[src/sv/gwd_pkg.sv]
// Shared types, constants and helpers for the grid wavefront distance unit.
`timescale 1ns / 1ps
`default_nettype none
package gwd_pkg;

  localparam int GRID_COLS  = 16;
  localparam int GRID_ROWS  = 16;
  localparam int CELL_COUNT = GRID_COLS * GRID_ROWS;
  localparam int COL_W      = $clog2(GRID_COLS);
  localparam int ROW_W      = $clog2(GRID_ROWS);
  localparam int IDX_W      = ROW_W + COL_W;
  localparam int CNT_W      = IDX_W + 1;
  localparam int DIST_W     = 10;
  localparam int QDIST_W    = 8;
  localparam int Q_W        = IDX_W + QDIST_W;

  localparam logic [IDX_W-1:0] IDX_LAST = IDX_W'(CELL_COUNT - 1);
  localparam logic [ROW_W-1:0] ROW_LAST = ROW_W'(GRID_ROWS - 1);
  localparam logic [COL_W-1:0] COL_LAST = COL_W'(GRID_COLS - 1);

  localparam logic [DIST_W-1:0] DIST_UNREACHED = 10'd1023;
  localparam logic [DIST_W-1:0] DIST_BLOCKED   = 10'd1022;
  localparam logic [DIST_W-1:0] DIST_LIMIT     = 10'd1021;
  localparam logic [DIST_W-1:0] DIST_OUT_MAX   = 10'd255;

  localparam logic REQ_PLACE = 1'b0;
  localparam logic REQ_READ  = 1'b1;

  localparam logic [2:0] STS_OK          = 3'd0;
  localparam logic [2:0] STS_MISSING     = 3'd1;
  localparam logic [2:0] STS_NO_PATH     = 3'd2;
  localparam logic [2:0] STS_BLOCKED     = 3'd3;
  localparam logic [2:0] STS_UNREACHED   = 3'd4;

  localparam logic [1:0] OFF_NEG  = 2'd0;
  localparam logic [1:0] OFF_ZERO = 2'd1;
  localparam logic [1:0] OFF_POS  = 2'd2;

  typedef enum logic [1:0] {
    KIND_EMPTY = 2'd0,
    KIND_BLOCK = 2'd1,
    KIND_START = 2'd2,
    KIND_END   = 2'd3
  } kind_e;

  typedef enum logic [3:0] {
    S_CLEAR,
    S_IDLE,
    S_PLACE_OLD,
    S_PLACE_NEW,
    S_INIT,
    S_POP,
    S_NB_READ,
    S_NB_CHECK,
    S_FIN_READ,
    S_RESULT
  } state_e;

  typedef struct packed {
    logic clr_step;
    logic capture;
    logic place_old;
    logic place_new;
    logic init_step;
    logic pop;
    logic nb_read;
    logic nb_check;
    logic nb_next;
    logic fin_read;
    logic load_out;
  } cmd_t;

  typedef struct packed {
    logic clr_done;
    logic in_is_read;
    logic both_next;
    logic init_done;
    logic q_empty;
    logic nb_valid;
    logic nb_last;
    logic out_free;
  } sts_t;

  // Row and column offset codes of the eight neighbours.
  function automatic logic [3:0] nb_offset(input logic [2:0] nb);
    logic [3:0] off;
    unique case (nb)
      3'd0:    off = {OFF_NEG,  OFF_NEG};
      3'd1:    off = {OFF_NEG,  OFF_ZERO};
      3'd2:    off = {OFF_NEG,  OFF_POS};
      3'd3:    off = {OFF_ZERO, OFF_NEG};
      3'd4:    off = {OFF_ZERO, OFF_POS};
      3'd5:    off = {OFF_POS,  OFF_NEG};
      3'd6:    off = {OFF_POS,  OFF_ZERO};
      default: off = {OFF_POS,  OFF_POS};
    endcase
    return off;
  endfunction

endpackage
`default_nettype wire

[src/sv/gwd_ctrl.sv]
// Sequencer for placement, wavefront solve and cell reads.
`timescale 1ns / 1ps
`default_nettype none
module gwd_ctrl
  import gwd_pkg::*;
(
  input  wire  clk_i,
  input  wire  rst_ni,
  input  wire  in_valid_i,
  output logic in_stall_o,
  input  sts_t sts_i,
  output cmd_t cmd_o
);

  state_e state_q, state_d;

  always_ff @(posedge clk_i or negedge rst_ni) begin
    if (!rst_ni) begin
      state_q <= S_CLEAR;
    end else begin
      state_q <= state_d;
    end
  end

  always_comb begin
    state_d    = state_q;
    cmd_o      = '0;
    in_stall_o = 1'b1;
    unique case (state_q)
      S_CLEAR: begin
        cmd_o.clr_step = 1'b1;
        if (sts_i.clr_done) state_d = S_IDLE;
      end
      S_IDLE: begin
        in_stall_o = 1'b0;
        if (in_valid_i) begin
          cmd_o.capture = 1'b1;
          state_d = sts_i.in_is_read ? S_FIN_READ : S_PLACE_OLD;
        end
      end
      S_PLACE_OLD: begin
        cmd_o.place_old = 1'b1;
        state_d = S_PLACE_NEW;
      end
      S_PLACE_NEW: begin
        cmd_o.place_new = 1'b1;
        state_d = sts_i.both_next ? S_INIT : S_RESULT;
      end
      S_INIT: begin
        cmd_o.init_step = 1'b1;
        if (sts_i.init_done) state_d = S_POP;
      end
      S_POP: begin
        if (sts_i.q_empty) begin
          state_d = S_FIN_READ;
        end else begin
          cmd_o.pop = 1'b1;
          state_d = S_NB_READ;
        end
      end
      S_NB_READ: begin
        if (sts_i.nb_valid) begin
          cmd_o.nb_read = 1'b1;
          state_d = S_NB_CHECK;
        end else begin
          cmd_o.nb_next = 1'b1;
          if (sts_i.nb_last) state_d = S_POP;
        end
      end
      S_NB_CHECK: begin
        cmd_o.nb_check = 1'b1;
        cmd_o.nb_next  = 1'b1;
        state_d = sts_i.nb_last ? S_POP : S_NB_READ;
      end
      S_FIN_READ: begin
        cmd_o.fin_read = 1'b1;
        state_d = S_RESULT;
      end
      S_RESULT: begin
        // hold until the output register is free
        if (sts_i.out_free) begin
          cmd_o.load_out = 1'b1;
          state_d = S_IDLE;
        end
      end
      default: state_d = S_CLEAR;
    endcase
  end

endmodule
`default_nettype wire

[config.mk]
export PLATFORM = sky130hd
export DESIGN_NAME = gwd_ctrl
export DESIGN_NICKNAME = d
export VERILOG_FILES = /design/src/sv/gwd_pkg.sv /design/src/sv/gwd_ctrl.sv
export SDC_FILE = /design/constraint.sdc
export NUM_CORES = 1
export LEC_CHECK = 0
export BUFFER_PORTS_ARGS = -buffer_cell sky130_fd_sc_hd__buf_2
export CAP_MARGIN = 20
export CORE_AREA = 2 2 39 41
export CTS_BUF_LIST = sky130_fd_sc_hd__clkbuf_4 sky130_fd_sc_hd__clkbuf_8
export DETAILED_ROUTE_END_ITERATION = 12
export DIE_AREA = 0 0 41 43
export SLEW_MARGIN = 30
export SYNTH_ARGS = -nofsm -noshare
export SYNTH_HDL_FRONTEND = slang
export SYNTH_SLANG_ARGS = --single-unit
[constraint.sdc]
create_clock -name clk_i -period 1.7 [get_ports clk_i]
set_clock_uncertainty 0.05 [all_clocks]
set_input_delay 0.425 -clock clk_i [delete_from_list [all_inputs] [get_ports clk_i]]
set_output_delay 0.425 -clock clk_i [all_outputs]
set_load 0.05 [all_outputs]
### Word-level counts from Yosys, hierarchy flattened

Cells that the tools add are included.

* bits in registers: 4
* bits of input ports: 11
* output and inout bits: 12
* logic and storage cells: 45

* equal/unequal tests: 14
* muxes and demuxes: 28
* reduce and logical (&&, ||, !) cells: 2

Operator list (number)
* case mux 4 bit (10 select lines): 1
* two-way mux 4 bit: 9
* equality test 4 x 3 -> 1 bit (second input constant): 4
* two-way mux 1 bit: 16
* equality test 4 x 2 -> 1 bit (second input constant): 2
* equality test 4 bit (second input constant): 2
* != test 2 bit (second input constant): 4
* AND reduction 5 bit: 1
* equality test 4 x 1 -> 1 bit (second input constant): 1
* zero test 4 bit: 1
* != test 3 bit (second input constant): 1
* two-way mux 2 bit: 1
* case mux 1 bit (2 select lines): 1

### Logic depth before layout (Yosys ltp)

Gate-level depths: netlist of run 1.

* word-level depth: 3
* mapped depth: 5
* gate-level depth less buffers: 4

### Worst setup path after synthesis of run 1

Ideal clock, no wire load.

* path kind: register to register
* start point: register state_q[3]
* end point: register state_q[0]
* library setup time: 0.120 ns
* arrival time: 2.553 ns
* required time: 1.530 ns
* slack: -1.022 ns
* cell stages (with the launch flop): 5
* buffers on the path: 1
* period minus slack after synthesis: 2.722 ns
* path through: dfrtp_1 > buf_2 > nor4_1 > a21oi_1 > a31o_1

* longest elaborated chain between the ends: 3
* elaborated cells on any way between the ends: 17
* classes of those cells: eq/ne (14); mux (1); reduce/logical (2)

Ends and longest elaborated chain
* start, declared: line gwd_ctrl.sv:15 `state_e state_q, state_d;`
* start signal, assigned: line gwd_ctrl.sv:21 `state_q <= state_d;`
* equality test 4 x 3 -> 1 bit (tied with other cells): line gwd_ctrl.sv:29 `unique case (state_q)`
* != test 3 bit (no line) or != test 2 bit (tied branches)
* AND reduction 5 bit (no line)

Parallel ways exist; a longest one is shown, timed or not.
A chain may end at the register's enable or synchronous reset.

==> results of run 1 <==
worst reg2reg max path: stages (launching register included):
cell and delay (ps):
dfrtp_2 440, nand2b_4 220, buf_6 140, or4_4 480, a31o_1 220
power by group:
group / switching (mW) / total [mW] / internal [mW]
clock: 0.0398 / 0.119 / 0.0790
sequential: 0.0740 / 0.216 / 0.142
combinational: 0.776 / 1.46 / 0.681
worst max-delay path by stage:
stage | startpoint | end | depth (start not counted)
2_1_floorplan | state_q[2]$_DFFE_PN0P_ | cmd_o[0] | 4
3_3_place_gp | state_q[3]$_DFFE_PN0P_ | cmd_o[4] | 3
3_5_place_dp | state_q[1]$_DFFE_PN0P_ | cmd_o[9] | 4
4_1_cts | state_q[2]$_DFFE_PN0P_ | cmd_o[10] | 3
5_1_grt | state_q[3]$_DFFE_PN0P_ | cmd_o[10] | 3
6_report | state_q[3]$_DFFE_PN0P_ | cmd_o[10] | 3
cell families (layout without fill, tap and decap cells):
| group | after synthesis | after routing | synth area share, % |
|---|---|---|---|
| buf+inv | 9 | 54 | 9.647 |
| simple gates | 30 | 30 | 37.14 |
| flops | 4 | 4 | 23.39 |
| mux | 2 | 2 | 4.679 |
| compound gates | 15 | 15 | 25.15 |
cells in the final DEF (no fill, tap or decap), types with 3 or more instances in the layout:
master	n
buf_6	20
nor3_4	4
nor3_2	3
nor2_1	3
clkbuf_4	3
buf_2	10
dfrtp_2	3
inv_1	4
buf_4	14
nand2_1	5
o21ai_0	3
per-layer routing:
layer | global-route usage (%) | share of wire, % | vias up
li1 | - | - | 312
met1 | 25.16 | 40 | 278
met2 | 31.87 | 55 | 17
met3 | 0.5236 | 3.9 | 2
met4 | 8.000 | 1.1 | 0
met5 | 0 | 0 | -
synth_stat cells:
cell,instances
nor3_1,8
nand2_1,6
inv_2,1
o31ai_1,1
mux2i_1,2
inv_1,4
o41ai_1,1
a22oi_1,1
o32ai_1,1
buf_2,3
dfrtp_1,4
and3_1,1
a2111oi_2,1
or4_1,1
a31o_1,1
nand2b_4,1
o22ai_1,1
nor4_1,1
a21oi_1,2
a31oi_1,1
nor2b_1,1
nor2_1,6
nand2b_1,4
buf_4,1
or3b_1,1
a221oi_1,1
o21ai_0,4
metrics by stage:
step | setup slack, ps | cells
after floorplan | -163.1 | 60
after global placement | 72.46 | 105
after detailed placement | 48.07 | 105
after CTS | -98.96 | 115
after global routing | -152.6 | 121
final | -89.27 | 121
timing repair:
action,4_1_cts,5_1_grt
gates resized for setup,36,14
hold buffers,1,0
setup endpoints to repair,12,12
hold endpoints to repair,4,0
pin swaps,2,7
setup buffers,6,6
area by class of cell:
type	count	area share (%)
tap	16	2.038
clock buffer	3	2.293
multi-input combinational	47	41.91
sequential	4	10.57
timing repair buffer	46	41.27
inverter	5	1.911
==> flow_summary_export.csv, run 1 <==
group,metric,value,unit
run_status,status,"finished with violations",
run_status,violations,"setup timing",
clock_network,clk_latency,240,ps
synthesis,synth_area_leader_cell,"dfrtp_1",
clock_network,cts_root_buf,"clkbuf_4",
final_layout,seqCellArea,103.9,um^2
timing,slew-limit-headroom,75.20,%
global_route,grt_max_degree,10,
power_and_ir_drop,p_total,1.791,mW
detailed_routing,first_pass_iters,4,
worst_setup_path,crit_path_end_kind,"output port",
place,place.gp.congestion,0.8222,
floorplanning,die-width,41,um
timing,hold_viol,0,
detailed_routing,vias_per_cell,5.033,
final_layout,n_antenna_cell,0,
final_layout,area_delta_synth_final,129.5,%
floorplanning,die_h,43,um
run,max_cap_viol_count,0,
global_route,grt_pass1_wl,2.346,mm
final_layout,fillers,107,
clock_network,cts_tree,"yes",
synthesis,syn_inst,60,
synthesis,synth_area_per_cell,7.132,um^2
place,dp_hpwl,1.161,mm
floorplanning,num_rows,14,
min_path,min_path_type,"in2reg",
timing,post-route-period-util,105.3,%
final_layout,largest_registers,"state_q (4)",
synthesis,seq_area_frac_synth,23.39,%
floorplanning,boundaryPins,23,
floorplanning,die_area,1763,um^2
final_layout,layout.nets,118,
timing,drv_slew,0,
min_path,min_path_cells,2,
clock_network,htreeDepth,1,
global_route,grt-ovfl-total,0,
worst_setup_path,reg2reg_depth,4,
synthesis,synth_cell_types,27,
detailed_routing,first_iter_violations,5,
detailed_routing,wirelength,1.593,mm
detailed_routing,num_vias,609,
synthesis,yosysWarnings,0,
synthesis,synth-seq-cells,4,
timing,setup_viol,8,
clock_network,path_clk_slew,40,ps
final_layout,final_area,982.2,um^2
synthesis,postSynthNetCount,71,
timing,worst_pin_slew,367.2,ps
timing,fmax,0.5589,GHz
worst_setup_path,critPathRequiredTime,1220,ps
worst_setup_path,cp_max_fo,6,
synthesis,synth.area.top_cells,"dfrtp_1, nor3_1, nand2b_1",
clock_network,cts_buffers,3,
final_layout,multi_input_area,411.6,um^2
timing,setup_slack,-89.27,ps
floorplanning,start_util,30.92,%
final_layout,final_layout_size_suffix_gt1_share,67.62,%
global_route,grt.total_usage,19.37,%
timing,rsz0062_at_grt,"true",
worst_setup_path,r2r_end,"state_q[0]$_DFFE_PN0P_",
worst_setup_path,start_kind,"flop",
final_layout,largest_register_ffs,4,
timing,fin_crit,1789,ps
final_layout,largest_register,"state_q",
clock_network,cts.sinks,4,
timing,fin_setup_tns,-274.1,ps
worst_setup_path,r2r_start,"state_q[3]$_DFFE_PN0P_",
worst_setup_path,critical-path-top-delay-family,"flip-flops",
worst_setup_path,r2r_slack,40,ps
worst_setup_path,slowest_delay,440,ps
place,postPlaceCellArea,685.7,um^2
power_and_ir_drop,ir_worst_vdd,0.001027,V
worst_setup_path,crit_arrival,1310,ps
detailed_routing,drc_errors,0,
clock_network,clk_path_buf_depth,2,
detailed_routing,antenna_left,0,
worst_setup_path,crit_buf_inv,2,
timing,holdWs,407.6,ps
worst_setup_path,crit_top_cell,"buf_6",
power_and_ir_drop,leakage,0.4440,nW
synthesis,yosysTopAreaCellShare,23.39,%
worst_setup_path,crit_slowest_cell,"dfrtp_2",
min_path,min_from,"sts_i[0]",
final_layout,post-route-util,70.98,%
detailed_routing,wl_per_cell,13.17,um
floorplanning,core,1384,um^2
place,port_buffers,22,
global_route,grt_pass1_vias,546,
synthesis,synth_area,427.9,um^2
worst_setup_path,crit_type,"reg2out",
power_and_ir_drop,p_per_area,1824,nW/um^2
min_path,hold_end,"state_q[3]$_DFFE_PN0P_",
global_route,antenna_found_initial,0,
worst_setup_path,path_cells,"buf_6 -> nor4_4 -> buf_6",
(Power assumes the default switching activity.)
==> run 2: changes to the inputs <==
--- a/config.mk
+++ b/config.mk
@@ -5,6 +5,7 @@
 export SDC_FILE = /design/constraint.sdc
 export NUM_CORES = 1
 export LEC_CHECK = 0
+export ABC_AREA = 1
 export BUFFER_PORTS_ARGS = -buffer_cell sky130_fd_sc_hd__buf_2
 export CAP_MARGIN = 20
 export CORE_AREA = 2 2 39 41
==> run 2 against run 1 <==
Net effect: the flow still finishes with violations (setup timing); core utilization down 6.4 points; sequential cell count unchanged; maximum frequency fell by 1.1%.
==> flow_summary_export.csv, run 2 <==
group,metric,value,unit
worst_setup_path,start_kind,"flop",
floorplanning,boundaryPins,23,
detailed_routing,wl_per_cell,11.30,um
floorplanning,start_util,30.02,%
worst_setup_path,crit_type,"reg2out",
timing,fin_setup_tns,-500.5,ps
worst_setup_path,crit_path_end_kind,"output port",
floorplanning,num_rows,14,
timing,post-route-period-util,106.5,%
global_route,grt_max_degree,8,
place,dp_slack,31.89,ps
clock_network,htreeDepth,1,
final_layout,largest_register_ffs,4,
timing,setup_viol,10,
final_layout,mostFrequentLayoutCells,"buf_4, nand2_1, inv_1, buf_6, buf_2",
min_path,min_path_type,"in2reg",
final_layout,n_antenna_cell,0,
timing,fmax,0.5525,GHz
timing,setup_slack,-110.0,ps
global_route,antenna_found_initial,0,
detailed_routing,wirelength,1.514,mm
power_and_ir_drop,clock_power_share,9.1,%
floorplanning,die-width,41,um
timing,hold_viol,0,
synthesis,seq_area_frac_synth,24.10,%
floorplanning,die_h,43,um
synthesis,synth-seq-cells,4,
timing,fin_crit,1810,ps
power_and_ir_drop,leakage,0.4968,nW
run_status,violations,"setup timing",
detailed_routing,vias_per_cell,4.769,
final_layout,largest_registers,"state_q (4)",
floorplanning,core,1384,um^2
detailed_routing,antenna_left,0,
detailed_routing,drc_errors,0,
power_and_ir_drop,p_sw,0.8474,mW
clock_network,clk_path_buf_depth,2,
timing,worst_pin_slew,254.3,ps
detailed_routing,first_pass_iters,4,
synthesis,ys_top_cells_by_count,"inv_1, nand2_1, nor2_1",
worst_setup_path,r2r_start,"state_q[2]$_DFFE_PN0P_",
clock_network,cts_tree,"yes",
detailed_routing,num_vias,639,
timing,rsz0062_at_grt,"true",
timing,slew-limit-headroom,82.99,%
run_status,status,"finished with violations",
final_layout,area_delta_synth_final,115.1,%
final_layout,layout_commonest_cell,"buf_4",
place,dp_hpwl,1.016,mm
synthesis,synth_flop_cell,"dfrtp_1",
power_and_ir_drop,p_int,0.7497,mW
clock_network,cts_root_buf,"clkbuf_4",
final_layout,final_layout_size_suffix_gt1_share,58.47,%
worst_setup_path,cp_max_fo,4,
synthesis,synth_area,415.4,um^2
power_and_ir_drop,pwr-share-seq,12.6,%
power_and_ir_drop,swShare,53.06,%
final_layout,largest_register,"state_q",
synthesis,synth_edf_count,0,
synthesis,synth.most_common_cell,"inv_1",
clock_network,cts.sinks,4,
worst_setup_path,r2r_slack,240,ps
clock_network,clk_latency,240,ps
detailed_routing,first_iter_violations,19,
worst_setup_path,critPathRequiredTime,1220,ps
synthesis,yosysWarnings,0,
run,max_cap_viol_count,0,
power_and_ir_drop,p_per_area,1788,nW/um^2
synthesis,yosysTopAreaCellShare,24.10,%
worst_setup_path,path_cells,"inv_2 -> nand2_4 -> nor2_4 -> clkinvlp_4 -> nor2_4 -> buf_6",
worst_setup_path,slowest_delay,440,ps
synthesis,synth_area_leader_cell,"dfrtp_1",
worst_setup_path,crit_slowest_cell,"dfrtp_2",
clock_network,cts_buffers,3,
power_and_ir_drop,p_comb_share,78.3,%
global_route,grt-ovfl-total,0,
worst_setup_path,crit_arrival,1340,ps
detailed_routing,highest_layer,"met4",
clock_network,path_clk_slew,40,ps
floorplanning,die_area,1763,um^2
place,port_buffers,22,
min_path,hold_end,"state_q[2]$_DFFE_PN0P_",
power_and_ir_drop,p_total,1.597,mW
synthesis,synth.area.top_cells,"dfrtp_1, inv_1, nand2_1",
synthesis,synth_cell_types,15,
global_route,grt_pass1_wl,2.339,mm
synthesis,syn_inst,75,
synthesis,synthArstFlopShare,100.0,%
timing,drv_slew,0,
synthesis,synth_area_per_cell,5.539,um^2
place,place.gp.congestion,0.8149,
worst_setup_path,crit_top_cell,"nor2_4",
global_route,grt_pass1_vias,577,
worst_setup_path,r2r_end,"state_q[1]$_DFFE_PN0P_",
power_and_ir_drop,ir_worst_vdd,0.001109,V
min_path,min_from,"sts_i[5]",
worst_setup_path,reg2reg_depth,9,
synthesis,postSynthNetCount,86,
final_layout,layout.nets,130,
detailed_routing,wl_met3,46,um
min_path,min_path_cells,3,
detailed_routing,wl_met2,774,um
global_route,grt.total_usage,19.62,%
detailed_routing,wl_met1,655,um
==> run 2: cell types whose count changed after synthesis, sizes merged, moves of 4 or more <==
cell,previous run,this run
buf,4,0
inv,5,18
nand2,6,17
nand2b,5,0
nand3,0,8
nor2,6,17
nor3,8,3
==> run 2: routing by layer <==
metal	up-vias	track usage, %
met1	300	26.97
met5	-	0
li1	319	-
met3	4	2.094
met2	16	28.13
met4	0	12.00
==> run 2: logic make-up (layout without fill, tap and decap cells) <==
| group | Yosys count | after routing | synth area share, % |
|---|---|---|---|
| buffers and inverters | 18 | 61 | 16.26 |
| flip-flops | 4 | 4 | 24.10 |
| AO/OA/AOI/OAI | 4 | 4 | 6.026 |
| AND/OR/NAND/NOR | 49 | 49 | 53.61 |
==> run 2: per-stage QoR <==
step | util, % | hold WS [ps] | area (um^2) | std cells
after detailed placement | 47.02 | 179.7 | 650.6 | 120
after floorplan | - | 79.41 | 467.9 | 75
final | 64.56 | 420.0 | 893.4 | 134
after CTS | 59.86 | 385.7 | 828.3 | 130
after global placement | 47.02 | 179.1 | 650.6 | 120
after global routing | 64.56 | 414.0 | 893.4 | 134
==> run 2: power groups by stage <==
stage          clock, mW  combinational (mW)  sequential (mW)
6_report           0.145                1.25            0.201
5_1_grt            0.160                1.34            0.208
4_1_cts            0.154                1.12            0.196
3_5_place_dp           0               0.912            0.191
3_3_place_gp           0               0.916            0.190
2_1_floorplan          0               0.654            0.185
==> run 2: final cells by class <==
| type | count | area [um^2] |
|---|---|---|
| clock buffer | 4 | 30.03 |
| timing repair buffer | 39 | 322.8 |
| inverter | 18 | 73.82 |
| fill | 115 | 490.5 |
| sequential | 4 | 102.6 |
| tap | 16 | 20.02 |
| multi-input combinational | 53 | 344.1 |
==> run 2: how the worst max path moves through the flow <==
stage                           end  slack (ps)                    from
after floorplan            cmd_o[9]        -150  state_q[3]$_DFFE_PN0P_
after global placement     cmd_o[6]          30  state_q[0]$_DFFE_PN0P_
after detailed placement   cmd_o[9]          30  state_q[3]$_DFFE_PN0P_
after CTS                 cmd_o[10]         -80  state_q[2]$_DFFE_PN0P_
after global routing       cmd_o[9]        -170  state_q[3]$_DFFE_PN0P_
final                      cmd_o[9]        -110  state_q[3]$_DFFE_PN0P_
==> run 2: repair_timing <==
item                       4_1_cts  5_1_grt
hold buffers                     1        0
pin swaps                        4        2
hold endpoints to repair         4        0
buffers inserted                 5        4
gates resized for setup         33       10
setup endpoints to repair       12       12
==> run 2: critical path, delay by kind of cell (launching register included) <==
kind | cells | cell delay [ps]
buffers and inverters | 3 | 380
flip-flops | 1 | 440
AND/OR/NAND/NOR | 3 | 280
==> run 3: changes to the inputs <==
--- a/config.mk
+++ b/config.mk
@@ -16,3 +16,4 @@
 export SYNTH_ARGS = -nofsm -noshare
 export SYNTH_HDL_FRONTEND = slang
 export SYNTH_SLANG_ARGS = --single-unit
+export TNS_END_PERCENT = 20
==> run 3 against run 2 <==
Net effect: the flow still finishes with violations (setup timing); design area is 7.7% lower; combinational power is 11% lower; non-clock buffer count is 4 lower; die area stayed put; wire length is 1.7% lower; power is 8.7% lower; via count is 5.8% lower; core utilization is 5.0 points lower; critical path type unchanged; highest routed layer unchanged.
==> flow_summary_export.csv, run 3 (synthesized netlist as in run 2, its figures left out) <==
group,metric,value,unit
run_status,status,"finished with violations",
final_layout,area_delta_synth_final,98.49,%
global_route,grt_pass1_vias,606,
final_layout,largest_register,"state_q",
timing,hold_viol,0,
power_and_ir_drop,p_total,1.458,mW
final_layout,layout_commonest_cell,"buf_4",
timing,fin_crit,1781,ps
clock_network,clk_path_buf_depth,2,
clock_network,cts_tree,"yes",
timing,drv_slew,0,
power_and_ir_drop,clock_power_share,9.1,%
place,port_buffers,22,
floorplanning,start_util,30.02,%
final_layout,final_area,824.5,um^2
floorplanning,core,1384,um^2
final_layout,fillers,136,
global_route,grt_pass1_wl,2.394,mm
worst_setup_path,crit_arrival,1310,ps
run_status,violations,"setup timing",
worst_setup_path,crit_slowest_cell,"dfrtp_2",
final_layout,layout.nets,126,
timing,slew-limit-headroom,84.73,%
detailed_routing,wirelength,1.488,mm
worst_setup_path,critPathRequiredTime,1220,ps
global_route,antenna_found_initial,0,
detailed_routing,wl_per_cell,11.53,um
detailed_routing,first_iter_violations,9,
timing,post-route-period-util,104.8,%
floorplanning,die_area,1763,um^2
min_path,min_path_cells,3,
floorplanning,boundaryPins,23,
worst_setup_path,slowest_delay,480,ps
clock_network,htreeDepth,1,
worst_setup_path,start_kind,"flop",
clock_network,cts_root_buf,"clkbuf_4",
place,place.gp.congestion,0.7703,
floorplanning,die_h,43,um
floorplanning,die-width,41,um
final_layout,mostFrequentLayoutCells,"buf_4, inv_1, nand2_1",
clock_network,clk_latency,250,ps
timing,holdWs,363.5,ps
power_and_ir_drop,p_sw,0.8138,mW
worst_setup_path,r2r_end,"state_q[1]$_DFFE_PN0P_",
detailed_routing,vias_per_cell,4.667,
worst_setup_path,reg2reg_depth,8,
worst_setup_path,r2r_start,"state_q[3]$_DFFE_PN0P_",
worst_setup_path,crit_type,"reg2out",
place,postPlaceCellArea,609.3,um^2
power_and_ir_drop,ir_worst_vdd,0.001125,V
worst_setup_path,crit_path_end_kind,"output port",
min_path,min_from,"sts_i[5]",
clock_network,path_clk_slew,40,ps
timing,setup_viol,10,
place,dp_slack,0.8823,ps
global_route,grt-ovfl-total,0,
min_path,hold_end,"state_q[2]$_DFFE_PN0P_",
detailed_routing,drc_errors,0,
floorplanning,num_rows,14,
power_and_ir_drop,p_int,0.6439,mW
power_and_ir_drop,p_comb_share,75.8,%
global_route,grt_max_degree,8,
worst_setup_path,path_cells,"nor2_2 -> nand2_2 -> o21ai_2 -> buf_6",
timing,worst_pin_slew,228.1,ps
timing,fmax,0.5614,GHz
final_layout,largest_registers,"state_q (4)",
detailed_routing,num_vias,602,
global_route,grt.total_usage,20.22,%
run,max_cap_viol_count,0,
detailed_routing,antenna_left,0,
power_and_ir_drop,pwr-share-seq,15.0,%
final_layout,n_antenna_cell,0,
final_layout,post-route-util,59.58,%
timing,rsz0062_at_grt,"true",
worst_setup_path,cp_max_fo,7,
final_layout,largest_register_ffs,4,
min_path,min_path_type,"in2reg",
power_and_ir_drop,swShare,55.83,%
power_and_ir_drop,leakage,0.4700,nW
place,dp_hpwl,1.054,mm
worst_setup_path,r2r_slack,280,ps
clock_network,cts.sinks,4,
clock_network,cts_buffers,3,
timing,setup_slack,-81.38,ps
power_and_ir_drop,p_per_area,1768,nW/um^2
final_layout,final_layout_size_suffix_gt1_share,56.64,%
detailed_routing,first_pass_iters,4,
[run 3: layout make-up]
type                    count  area, um^2  area share (%)
multi-input cells          53       327.8           39.76
repair buffers             35       277.8           33.69
flip-flops and latches      4       103.9           12.59
inverters                  18       72.57           8.801
clock buffers               3       22.52           2.731
well taps                  16       20.02           2.428
[run 3: per-layer routing]
metal  routed length, um  vias up  track usage [%]  share of wire (%)
li1                    -      309                -                  -
met1                 611      269            24.60                 41
met2                 755       19            31.56                 51
met3                  83        5            3.141                5.6
met4                  38        0            12.00                2.6
met5                   0        -                0                  0
[run 3: worst max-delay path: cells and delay by family (launching register included)]
kind | cells | cell delay [ps]
AO/OA/AOI/OAI | 1 | 130
AND/OR/NAND/NOR | 2 | 270
buffers and inverters | 1 | 170
flip-flops | 1 | 480
[run 3: how the worst max path moves through the flow]
stage	cells after the start	startpoint	end
global placement	4	state_q[0]$_DFFE_PN0P_	cmd_o[6]
detailed placement	6	state_q[2]$_DFFE_PN0P_	cmd_o[9]
floorplan	3	state_q[3]$_DFFE_PN0P_	cmd_o[4]
finish	4	state_q[0]$_DFFE_PN0P_	cmd_o[2]
CTS	4	state_q[0]$_DFFE_PN0P_	cmd_o[2]
global route	6	state_q[3]$_DFFE_PN0P_	cmd_o[9]
[run 3: what timing repair did]
item / in CTS / in global routing
endpoints found under the hold margin: 4 / 0
setup endpoints to repair: 12 / 12
gates resized for setup: 37 / 10
pin swaps: 2 / 1
buffers inserted: 5 / 2
hold buffers: 1 / 0
[run 3: metrics by stage]
stage | cells | TNS, ps
2_1_floorplan | 75 | -617.5
5_1_grt | 129 | -846.5
3_5_place_dp | 118 | 0
3_3_place_gp | 118 | 0
4_1_cts | 127 | -296.6
6_report | 129 | -334.4
[run 3: power by group through the flow]
stage / clock [mW] / sequential, mW / combinational, mW
after floorplan: 0 / 0.178 / 0.596
after global placement: 0 / 0.186 / 0.829
after detailed placement: 0 / 0.187 / 0.829
after CTS: 0.133 / 0.215 / 1.04
after global routing: 0.141 / 0.227 / 1.19
final: 0.133 / 0.219 / 1.11
